==> config.mk <==
export PLATFORM = sky130hd
export DESIGN_NAME = rgbc_lux_autogain_flat
export DESIGN_NICKNAME = d
export VERILOG_FILES = /design/src/rtl/rgbc_lux_pkg.sv /design/src/rtl/rgbc_lux_if.sv /design/src/rtl/rgbc_lux_front.sv /design/src/rtl/rgbc_lux_back.sv /design/src/rtl/rgbc_lux_autogain.sv /design/src/flat_wrapper.sv
export SDC_FILE = /design/constraint.sdc
export NUM_CORES = 2
export LEC_CHECK = 0
export ABC_AREA = 0
export ABC_CLOCK_PERIOD_IN_PS = 9400
export BUFFER_PORTS_ARGS = -buffer_cell sky130_fd_sc_hd__buf_2
export CAP_MARGIN = 20
export CORE_UTILIZATION = 25
export DETAILED_ROUTE_END_ITERATION = 10
export GPL_ROUTABILITY_DRIVEN = 0
export HOLD_SLACK_MARGIN = 0.06
export PLACE_DENSITY_LB_ADDON = 0.08
export SETUP_SLACK_MARGIN = 0.1
export SYNTH_ARGS = -nofsm -noshare
export SYNTH_HDL_FRONTEND = slang
export SYNTH_SLANG_ARGS = --single-unit
==> constraint.sdc <==
create_clock -name clk -period 9.4 [get_ports clk]
set_input_delay 1.41 -clock clk [delete_from_list [all_inputs] [get_ports clk]]
set_output_delay 1.41 -clock clk [all_outputs]
set_load 0.01 [all_outputs]
==> src/rtl/rgbc_lux_pkg.sv <==
// ----------------------------------------------------------------------------
// rgbc_lux_pkg
// Shared widths, reset values, register indexes and stage types for the
// RGBC illuminance block with automatic gain ranging.
// ----------------------------------------------------------------------------
`default_nettype none

package rgbc_lux_pkg;

  localparam int COUNT_W = 16;
  localparam int COEF_W  = 15;
  localparam int THR_W   = 16;
  localparam int GAIN_W  = 2;
  localparam int LUX_W   = 22;
  localparam int PROD_W  = COUNT_W + 1 + COEF_W;
  localparam int SUM_W   = PROD_W + 2;
  localparam int Q_SHIFT = 10;
  localparam int CFG_IDX_W  = 3;
  localparam int CFG_DATA_W = 16;

  localparam logic [GAIN_W-1:0] GAIN_MIN = 2'd0;
  localparam logic [GAIN_W-1:0] GAIN_MAX = 2'd3;

  localparam logic signed [COEF_W-1:0] COEF_RED_RST   = 15'sd415;
  localparam logic signed [COEF_W-1:0] COEF_GREEN_RST = 15'sd4728;
  localparam logic signed [COEF_W-1:0] COEF_BLUE_RST  = 15'sd79;
  localparam logic signed [COEF_W-1:0] COEF_CLEAR_RST = -15'sd8173;
  localparam logic [THR_W-1:0]         LOW_THR_RST    = 16'd8191;
  localparam logic [THR_W-1:0]         HIGH_THR_RST   = 16'd49151;

  typedef enum logic [CFG_IDX_W-1:0] {
    CFG_COEF_RED   = 3'd0,
    CFG_COEF_GREEN = 3'd1,
    CFG_COEF_BLUE  = 3'd2,
    CFG_COEF_CLEAR = 3'd3,
    CFG_LOW_THR    = 3'd4,
    CFG_HIGH_THR   = 3'd5
  } cfg_idx_t;

  typedef struct packed {
    logic signed [COEF_W-1:0] coef_red;
    logic signed [COEF_W-1:0] coef_green;
    logic signed [COEF_W-1:0] coef_blue;
    logic signed [COEF_W-1:0] coef_clear;
    logic [THR_W-1:0]         low_threshold;
    logic [THR_W-1:0]         high_threshold;
  } cfg_t;

  typedef struct packed {
    logic signed [PROD_W-1:0] prod_red;
    logic signed [PROD_W-1:0] prod_green;
    logic signed [PROD_W-1:0] prod_blue;
    logic signed [PROD_W-1:0] prod_clear;
    logic [GAIN_W-1:0]        gain_used;
    logic [GAIN_W-1:0]        gain_next;
  } prod_t;

endpackage

`default_nettype wire

==> src/rtl/rgbc_lux_if.sv <==
// ----------------------------------------------------------------------------
// rgbc_lux_if
// Valid/ready channels for RGBC samples and lux results.
// ----------------------------------------------------------------------------
`default_nettype none

interface rgbc_lux_in_if
  import rgbc_lux_pkg::*;
();
  logic               valid;
  logic               ready;
  logic [COUNT_W-1:0] red_count;
  logic [COUNT_W-1:0] green_count;
  logic [COUNT_W-1:0] blue_count;
  logic [COUNT_W-1:0] clear_count;
  logic               saturated;

  modport source (
    output valid, red_count, green_count, blue_count, clear_count, saturated,
    input  ready
  );
  modport sink (
    input  valid, red_count, green_count, blue_count, clear_count, saturated,
    output ready
  );
endinterface

interface rgbc_lux_out_if
  import rgbc_lux_pkg::*;
();
  logic              valid;
  logic              ready;
  logic [LUX_W-1:0]  lux_value;
  logic [GAIN_W-1:0] gain_used;
  logic [GAIN_W-1:0] gain_next;

  modport source (
    output valid, lux_value, gain_used, gain_next,
    input  ready
  );
  modport sink (
    input  valid, lux_value, gain_used, gain_next,
    output ready
  );
endinterface

`default_nettype wire

==> src/rtl/rgbc_lux_front.sv <==
// ----------------------------------------------------------------------------
// rgbc_lux_front
// Input register, gain ranging and the four weighted-channel products.
// ----------------------------------------------------------------------------
`default_nettype none

module rgbc_lux_front
  import rgbc_lux_pkg::*;
(
  input  wire logic    clk,
  input  wire logic    rst_n,
  rgbc_lux_in_if.sink  in_ch,
  input  wire cfg_t    cfg,
  output logic         prod_valid,
  output prod_t        prod,
  input  wire logic    prod_ready
);

  logic               s1_valid_r;
  logic [COUNT_W-1:0] s1_red_r;
  logic [COUNT_W-1:0] s1_green_r;
  logic [COUNT_W-1:0] s1_blue_r;
  logic [COUNT_W-1:0] s1_clear_r;
  logic               s1_sat_r;
  logic [GAIN_W-1:0]  gain_code_r;
  logic [GAIN_W-1:0]  gain_code_nxt;
  logic               prod_valid_r;
  prod_t              prod_r;
  prod_t              prod_nxt;
  logic               s2_free;
  logic               s1_move;
  logic               s1_free;
  logic [COUNT_W-1:0] max_rg;
  logic [COUNT_W-1:0] max_rgb;
  logic               raise;
  logic               lower;

  assign s2_free     = !prod_valid_r || prod_ready;
  assign s1_move     = s1_valid_r && s2_free;
  assign s1_free     = !s1_valid_r || s2_free;
  assign in_ch.ready = s1_free;
  assign prod_valid  = prod_valid_r;
  assign prod        = prod_r;

  always_comb begin
    max_rg  = (s1_green_r > s1_red_r) ? s1_green_r : s1_red_r;
    max_rgb = (s1_blue_r > max_rg) ? s1_blue_r : max_rg;
    raise   = (max_rgb <= cfg.low_threshold) && !s1_sat_r;
    lower   = (max_rgb >= cfg.high_threshold) || s1_sat_r;
    gain_code_nxt = gain_code_r;
    priority if (raise) begin
      if (gain_code_r != GAIN_MAX) gain_code_nxt = gain_code_r + 2'd1;
    end else if (lower) begin
      if (gain_code_r != GAIN_MIN) gain_code_nxt = gain_code_r - 2'd1;
    end else begin
      gain_code_nxt = gain_code_r;
    end
  end

  always_comb begin
    prod_nxt.prod_red   = $signed({1'b0, s1_red_r})   * cfg.coef_red;
    prod_nxt.prod_green = $signed({1'b0, s1_green_r}) * cfg.coef_green;
    prod_nxt.prod_blue  = $signed({1'b0, s1_blue_r})  * cfg.coef_blue;
    prod_nxt.prod_clear = $signed({1'b0, s1_clear_r}) * cfg.coef_clear;
    prod_nxt.gain_used  = gain_code_r;
    prod_nxt.gain_next  = gain_code_nxt;
  end

  always_ff @(posedge clk) begin
    if (!rst_n) begin
      s1_valid_r   <= 1'b0;
      prod_valid_r <= 1'b0;
      gain_code_r  <= GAIN_MIN;
    end else begin
      if (s1_free) s1_valid_r <= in_ch.valid;
      if (s2_free) prod_valid_r <= s1_valid_r;
      if (s1_move) gain_code_r <= gain_code_nxt;
    end
  end

  always_ff @(posedge clk) begin
    if (s1_free && in_ch.valid) begin
      s1_red_r   <= in_ch.red_count;
      s1_green_r <= in_ch.green_count;
      s1_blue_r  <= in_ch.blue_count;
      s1_clear_r <= in_ch.clear_count;
      s1_sat_r   <= in_ch.saturated;
    end
    if (s1_move) prod_r <= prod_nxt;
  end

endmodule

`default_nettype wire

==> src/rtl/rgbc_lux_back.sv <==
// ----------------------------------------------------------------------------
// rgbc_lux_back
// Sum of weighted products, clamp at zero, gain scaling and result register.
// ----------------------------------------------------------------------------
`default_nettype none

module rgbc_lux_back
  import rgbc_lux_pkg::*;
(
  input  wire logic      clk,
  input  wire logic      rst_n,
  input  wire logic      prod_valid,
  input  wire prod_t     prod,
  output logic           prod_ready,
  rgbc_lux_out_if.source out_ch
);

  logic                    out_valid_r;
  logic [LUX_W-1:0]        lux_r;
  logic [LUX_W-1:0]        lux_nxt;
  logic [GAIN_W-1:0]       gain_used_r;
  logic [GAIN_W-1:0]       gain_next_r;
  logic signed [SUM_W-1:0] sum;
  logic [LUX_W-1:0]        lux_q;
  logic                    load;

  assign prod_ready = !out_valid_r || out_ch.ready;
  assign load       = prod_valid && prod_ready;

  always_comb begin
    sum = SUM_W'(prod.prod_red) + SUM_W'(prod.prod_green)
        + SUM_W'(prod.prod_blue) + SUM_W'(prod.prod_clear);
    lux_q = sum[Q_SHIFT +: LUX_W];
    if (sum > 0) begin
      lux_nxt = lux_q >> {prod.gain_used, 1'b0};
    end else begin
      lux_nxt = '0;
    end
  end

  always_ff @(posedge clk) begin
    if (!rst_n) begin
      out_valid_r <= 1'b0;
    end else if (prod_ready) begin
      out_valid_r <= prod_valid;
    end
  end

  always_ff @(posedge clk) begin
    if (load) begin
      lux_r       <= lux_nxt;
      gain_used_r <= prod.gain_used;
      gain_next_r <= prod.gain_next;
    end
  end

  assign out_ch.valid     = out_valid_r;
  assign out_ch.lux_value = lux_r;
  assign out_ch.gain_used = gain_used_r;
  assign out_ch.gain_next = gain_next_r;

endmodule

`default_nettype wire

==> src/rtl/rgbc_lux_autogain.sv <==
// ----------------------------------------------------------------------------
// rgbc_lux_autogain
// RGBC illuminance with automatic analog gain ranging.
// Throughput: one sample per cycle while out_ch.ready keeps the pipe moving,
//   set by the three-register pipeline (input, products, result) with the
//   gain code updated in the first stage.
// Reset: synchronous, active low; pipeline empty, gain 1x, registers to
//   their default coefficients and thresholds.
// ----------------------------------------------------------------------------
`default_nettype none

module rgbc_lux_autogain
  import rgbc_lux_pkg::*;
(
  input  wire logic                  clk,
  input  wire logic                  rst_n,
  rgbc_lux_in_if.sink                in_ch,
  rgbc_lux_out_if.source             out_ch,
  input  wire logic                  cfg_we,
  input  wire logic [CFG_IDX_W-1:0]  cfg_index,
  input  wire logic [CFG_DATA_W-1:0] cfg_wdata
);

  cfg_t  cfg_r;
  logic  prod_valid;
  prod_t prod;
  logic  prod_ready;

  always_ff @(posedge clk) begin
    if (!rst_n) begin
      cfg_r.coef_red       <= COEF_RED_RST;
      cfg_r.coef_green     <= COEF_GREEN_RST;
      cfg_r.coef_blue      <= COEF_BLUE_RST;
      cfg_r.coef_clear     <= COEF_CLEAR_RST;
      cfg_r.low_threshold  <= LOW_THR_RST;
      cfg_r.high_threshold <= HIGH_THR_RST;
    end else if (cfg_we) begin
      unique case (cfg_idx_t'(cfg_index))
        CFG_COEF_RED:   cfg_r.coef_red       <= cfg_wdata[COEF_W-1:0];
        CFG_COEF_GREEN: cfg_r.coef_green     <= cfg_wdata[COEF_W-1:0];
        CFG_COEF_BLUE:  cfg_r.coef_blue      <= cfg_wdata[COEF_W-1:0];
        CFG_COEF_CLEAR: cfg_r.coef_clear     <= cfg_wdata[COEF_W-1:0];
        CFG_LOW_THR:    cfg_r.low_threshold  <= cfg_wdata[THR_W-1:0];
        CFG_HIGH_THR:   cfg_r.high_threshold <= cfg_wdata[THR_W-1:0];
        default: ;
      endcase
    end
  end

  rgbc_lux_front u_front (
    .clk        (clk),
    .rst_n      (rst_n),
    .in_ch      (in_ch),
    .cfg        (cfg_r),
    .prod_valid (prod_valid),
    .prod       (prod),
    .prod_ready (prod_ready)
  );

  rgbc_lux_back u_back (
    .clk        (clk),
    .rst_n      (rst_n),
    .prod_valid (prod_valid),
    .prod       (prod),
    .prod_ready (prod_ready),
    .out_ch     (out_ch)
  );

endmodule

`default_nettype wire

==> src/flat_wrapper.sv <==
// flat-port wrapper written by rule: the top's interface ports become plain ports
module rgbc_lux_autogain_flat import rgbc_lux_pkg::*;
  (clk, rst_n, cfg_we, cfg_index, cfg_wdata, in_ch_valid, in_ch_red_count, in_ch_green_count, in_ch_blue_count, in_ch_clear_count, in_ch_saturated, in_ch_ready, out_ch_valid, out_ch_lux_value, out_ch_gain_used, out_ch_gain_next, out_ch_ready);
  rgbc_lux_in_if in_ch_i ();
  rgbc_lux_out_if out_ch_i ();
  input  wire logic clk;
  input  wire logic rst_n;
  input  wire logic cfg_we;
  input  wire logic [CFG_IDX_W-1:0] cfg_index;
  input  wire logic [CFG_DATA_W-1:0] cfg_wdata;
  input wire logic [$bits(in_ch_i.valid)-1:0] in_ch_valid;
  input wire logic [$bits(in_ch_i.red_count)-1:0] in_ch_red_count;
  input wire logic [$bits(in_ch_i.green_count)-1:0] in_ch_green_count;
  input wire logic [$bits(in_ch_i.blue_count)-1:0] in_ch_blue_count;
  input wire logic [$bits(in_ch_i.clear_count)-1:0] in_ch_clear_count;
  input wire logic [$bits(in_ch_i.saturated)-1:0] in_ch_saturated;
  output wire logic [$bits(in_ch_i.ready)-1:0] in_ch_ready;
  output wire logic [$bits(out_ch_i.valid)-1:0] out_ch_valid;
  output wire logic [$bits(out_ch_i.lux_value)-1:0] out_ch_lux_value;
  output wire logic [$bits(out_ch_i.gain_used)-1:0] out_ch_gain_used;
  output wire logic [$bits(out_ch_i.gain_next)-1:0] out_ch_gain_next;
  input wire logic [$bits(out_ch_i.ready)-1:0] out_ch_ready;
  assign in_ch_i.valid = in_ch_valid;
  assign in_ch_i.red_count = in_ch_red_count;
  assign in_ch_i.green_count = in_ch_green_count;
  assign in_ch_i.blue_count = in_ch_blue_count;
  assign in_ch_i.clear_count = in_ch_clear_count;
  assign in_ch_i.saturated = in_ch_saturated;
  assign in_ch_ready = in_ch_i.ready;
  assign out_ch_valid = out_ch_i.valid;
  assign out_ch_lux_value = out_ch_i.lux_value;
  assign out_ch_gain_used = out_ch_i.gain_used;
  assign out_ch_gain_next = out_ch_i.gain_next;
  assign out_ch_i.ready = out_ch_ready;
  rgbc_lux_autogain u_core (.clk(clk), .rst_n(rst_n), .in_ch(in_ch_i), .out_ch(out_ch_i), .cfg_we(cfg_we), .cfg_index(cfg_index), .cfg_wdata(cfg_wdata));
endmodule
==> impl_results.html <==
<table>
<tr><th>Metric</th><th>Value</th></tr>
<tr><th colspan="2">Outcome</th></tr>
<tr><td>Result of the run</td><td>complete, but fails checks</td></tr>
<tr><td>Failing checks</td><td>design-rule violations</td></tr>
<tr><th colspan="2">STA</th></tr>
<tr><td>Post-route clock period utilization</td><td>81.5%</td></tr>
<tr><td>Final-layout setup total negative slack</td><td>0 ps</td></tr>
<tr><td>Remaining max-slew budget at the tightest pin</td><td>28.1%</td></tr>
<tr><td>Slew at the pin closest to its max-slew limit</td><td>1070 ps</td></tr>
<tr><td>RSZ-0062 raised after global routing</td><td>no</td></tr>
<tr><td>Worst clock skew</td><td>25.1 ps</td></tr>
<tr><td>Final Slew Violations</td><td>0</td></tr>
<tr><td>Final-report setup violation count</td><td>0</td></tr>
<tr><td>Maximum frequency from static timing analysis</td><td>0.131 GHz</td></tr>
<tr><td>Time the final worst path needs with I/O delays and setup</td><td>7660 ps</td></tr>
<tr><td>Final Hold Violating Endpoints</td><td>0</td></tr>
<tr><th colspan="2">Critical path</th></tr>
<tr><td>Critical path buffers and inverters</td><td>3</td></tr>
<tr><td>Critical Path Max Stage Delay</td><td>880 ps</td></tr>
<tr><td>Type of the worst setup path</td><td>flip-flop to flip-flop</td></tr>
<tr><td>Data required time at the worst endpoint</td><td>9960 ps</td></tr>
<tr><td>Maximum fanout along the worst path</td><td>16</td></tr>
<tr><td>Kind of cell adding the most delay to the critical path</td><td>compound AO/OA/AOI/OAI gates</td></tr>
<tr><td>Startpoint types</td><td>flip-flop</td></tr>
<tr><td>Arrival time of data at the critical path endpoint</td><td>8220 ps</td></tr>
<tr><td>Category of the worst setup path capture point</td><td>flip-flop</td></tr>
<tr><td>Master of the slowest instance on the critical path</td><td>sky130_fd_sc_hd__edfxtp_1</td></tr>
<tr><th colspan="2">Floorplan</th></tr>
<tr><td>Area of the placeable core</td><td>188,000 um^2</td></tr>
<tr><td>I/O pins</td><td>117</td></tr>
<tr><td>Initial core utilization</td><td>25.2%</td></tr>
<tr><td>Horizontal extent of the die</td><td>438 um</td></tr>
<tr><td>Die height</td><td>438 um</td></tr>
<tr><td>DIE AREA</td><td>192,000 um^2</td></tr>
<tr><td>Total number of placement rows</td><td>159</td></tr>
<tr><th colspan="2">Cells and area</th></tr>
<tr><td>P&amp;R area growth vs syn</td><td>11.3%</td></tr>
<tr><td>Highest-count cells in the layout ignoring fill and taps</td><td>879 x sky130_fd_sc_hd__inv_1, 814 x sky130_fd_sc_hd__nand2_1, 789 x sky130_fd_sc_hd__fa_1, 553 x sky130_fd_sc_hd__ha_1, 361 x sky130_fd_sc_hd__and2_1</td></tr>
<tr><td>Fill cell total of the finished layout</td><td>20,100</td></tr>
<tr><td>Number of nets in the finished design</td><td>6,405</td></tr>
<tr><td>Layout cells sized above 1</td><td>6.67%</td></tr>
<tr><td>Most common cell after layout, fill and taps aside</td><td>sky130_fd_sc_hd__inv_1</td></tr>
<tr><th colspan="2">Global routing</th></tr>
<tr><td>Global-route wire length before repair</td><td>246,000 um</td></tr>
<tr><td>Largest net degree at the start of global routing</td><td>74</td></tr>
<tr><td>Total global-route track usage</td><td>17.5%</td></tr>
<tr><td>Number of antenna violations at the first check in global routing</td><td>24</td></tr>
<tr><td>Total congestion overflow</td><td>0</td></tr>
<tr><td>Vias in the first global route</td><td>36,200</td></tr>
<tr><th colspan="2">Yosys</th></tr>
<tr><td>Summed instance area of the synthesized netlist</td><td>47,500 um^2</td></tr>
<tr><td>Cell type with the highest aggregate area in the netlist</td><td>sky130_fd_sc_hd__fa_1</td></tr>
<tr><td>Gate count after technology mapping</td><td>4,923</td></tr>
<tr><td>Number of flops mapped to enable cells by yosys</td><td>223</td></tr>
<tr><td>Area share of the leading cell type in the synthesized netlist</td><td>33.3%</td></tr>
<tr><td>Number of warnings issued by yosys</td><td>0</td></tr>
<tr><td>Post-synthesis area per instance</td><td>9.64 um^2</td></tr>
<tr><td>Synth top area cells</td><td>sky130_fd_sc_hd__fa_1 33%, sky130_fd_sc_hd__ha_1 15%, sky130_fd_sc_hd__edfxtp_1 14%</td></tr>
<tr><td>Proportion of register bits with asynchronous set or reset after synthesis</td><td>0%</td></tr>
<tr><td>Main flop type after synthesis</td><td>sky130_fd_sc_hd__edfxtp_1</td></tr>
<tr><td>Portion of the post-synthesis area used by sequential elements</td><td>18.2%</td></tr>
<tr><td>Post-synthesis net count</td><td>6,354</td></tr>
<tr><td>Unique masters post-synth</td><td>86</td></tr>
<tr><td>FF+latch count, synth</td><td>320</td></tr>
<tr><th colspan="2">CTS</th></tr>
<tr><td>Quantity of hold-fixing buffers added after cts</td><td>0</td></tr>
<tr><td># resized after CTS</td><td>0</td></tr>
<tr><td>CTS root buffer</td><td>sky130_fd_sc_hd__clkbuf_16</td></tr>
<tr><td>Total number of clock tree sinks</td><td>320</td></tr>
<tr><td>Clk Latency, worst-skew pair</td><td>660 ps</td></tr>
<tr><td>Number of H-tree branching levels</td><td>2</td></tr>
<tr><td>Post CTS Setup Buffer Count</td><td>0</td></tr>
<tr><td>TritonCTS clock tree</td><td>yes</td></tr>
<tr><td>Buffer depth of the longest clock path</td><td>3</td></tr>
<tr><td>CTS Buf Count</td><td>46</td></tr>
<tr><td>Clock transition at the register clock pins on the worst setup and hold paths after CTS</td><td>60 ps</td></tr>
<tr><th colspan="2">Hold path</th></tr>
<tr><td>HP Class</td><td>flip-flop to flip-flop</td></tr>
<tr><th colspan="2">Drt</th></tr>
<tr><td>Routed Antenna Nets</td><td>0</td></tr>
<tr><td>Detailed-router iteration count before antenna repair</td><td>8</td></tr>
<tr><td>Number of DRC violations after detailed routing</td><td>12</td></tr>
<tr><td>Final Routed Wirelength</td><td>165,000 um</td></tr>
<tr><td>Routed wire per std cell</td><td>22.0 um</td></tr>
<tr><td>Post-detailed-route via-to-cell ratio</td><td>4.45</td></tr>
<tr><td>DRT iter0 DRCs</td><td>1,690</td></tr>
<tr><td>Routed via count</td><td>33,400</td></tr>
<tr><th colspan="2">Place</th></tr>
<tr><td>Number of buffers inserted by port buffering</td><td>116</td></tr>
<tr><td>HPWL reported at the end of detailed placement</td><td>131,000 um</td></tr>
<tr><th colspan="2">Run</th></tr>
<tr><td>Max-cap viol count</td><td>0</td></tr>
</table>
-- through the flow --
step           hold slack, ps  util (%)  instances  setup slack (ps)  area [um^2]
2_1_floorplan             400         -       4923              2790        47500
3_3_place_gp              447      27.1       7413              1860        51000
3_5_place_dp              450      27.2       7420              1870        51200
4_1_cts                   458      28.1       7504              1800        52800
5_1_grt                   481      28.1       7506              1160        52800
6_report                  456      28.1       7508              1740        52800
-- synthesized netlist by cell type, types with 9 or more instances --
cell                         n
sky130_fd_sc_hd__edfxtp_1  223
sky130_fd_sc_hd__o211ai_1   38
sky130_fd_sc_hd__nand3_1    52
sky130_fd_sc_hd__nand2b_1   47
sky130_fd_sc_hd__nor2_1    122
sky130_fd_sc_hd__xnor2_1    91
sky130_fd_sc_hd__and3_1     11
sky130_fd_sc_hd__a31oi_1    12
sky130_fd_sc_hd__nand2_1   814
sky130_fd_sc_hd__nor2b_1    23
sky130_fd_sc_hd__dfxtp_1    97
sky130_fd_sc_hd__a211oi_1   19
sky130_fd_sc_hd__mux2i_1    40
sky130_fd_sc_hd__clkbuf_1  177
sky130_fd_sc_hd__nor3_1     29
sky130_fd_sc_hd__a21oi_1   178
sky130_fd_sc_hd__o21a_1     30
sky130_fd_sc_hd__inv_1     880
sky130_fd_sc_hd__and2_1    361
sky130_fd_sc_hd__nand4_1    21
sky130_fd_sc_hd__o21bai_1   16
sky130_fd_sc_hd__ha_1      553
sky130_fd_sc_hd__fa_1      789
sky130_fd_sc_hd__xor2_1     28
sky130_fd_sc_hd__a21o_1     62
sky130_fd_sc_hd__o21ai_0    64
sky130_fd_sc_hd__or3_1       9
-- cell type report --
class / instances / area, um^2 / share of cell area [%]
multi-input cells: 3533 / 34800 / 65.9
flip-flops and latches: 320 / 8640 / 16.4
inverters: 882 / 3320 / 6.28
well taps: 2495 / 3120 / 5.91
clock buffers: 56 / 1290 / 2.45
repair buffers: 191 / 1270 / 2.41
clock inverters: 28 / 365 / 0.692
diodes: 3 / 7.51 / 0.0142
-- layer usage --
metal | up-vias | track usage [%] | share of wire, %
met1 | 17200 | 24.2 | 47
met3 | 146 | 2.39 | 3.8
met2 | 514 | 28.6 | 46
li1 | 15600 | - | -
met5 | - | 0 | 0.025
met4 | 6 | 4.86 | 2.9
-- worst paths after layout --
path	start	end	slack, ps	cells past startpoint
hold / removal	u_core.cfg_r[14]	u_core.cfg_r[14]	460	2
hold reg to reg	u_core.cfg_r[14]	u_core.cfg_r[14]	460	2
setup / recovery	u_core.u_front.s1_red_r[1]	u_core.u_front.gain_code_r[0]	1740	34
setup reg to reg	u_core.u_front.s1_red_r[1]	u_core.u_front.gain_code_r[0]	1740	34
-- registers in the layout, summed over array words and instances, names as in the netlist --
name and cells:
u_core.u_front.s1_sat_r 1, u_core.u_front.s1_valid_r 1, u_core.u_front.s1_blue_r 16, u_core.u_front.s1_red_r 16
u_core.u_back.out_ch.lux_value 22, u_core.u_front.s1_green_r 16, u_core.u_back.out_ch.valid 1, u_core.u_back.out_ch.gain_used 2
u_core.u_front.gain_code_r 2, u_core.cfg_r 92, u_core.u_back.out_ch.gain_next 2, u_core.u_front.s1_clear_r 16
u_core.u_front.prod 132, u_core.u_front.prod_valid 1
-- worst register-to-register path: cells and delay by family, from the launching register on --
kind	cells	cell delay (ps)
simple gates	7	1120
buf+inv	3	570
flops	1	880
compound gates	19	3460
mux	2	530
fa+ha+maj	3	980
-- logic make-up (layout without fill, tap and decap cells) --
group           count (synthesis)  in the layout  share of synthesized area (%)
fa+ha+maj                    1342           1342                           47.8
buf+inv                      1070           1157                           8.51
mux                            44             44                          0.938
xor+xnor                      122            122                           2.30
simple gates                 1517           1517                           15.0
compound gates                508            508                           7.26
flops                         320            320                           18.2
other cells                     0              3                              0
Power is left out: the tool's default activity adds up to more than one toggle a clock period on the data nets, which glitch-free logic cannot reach.
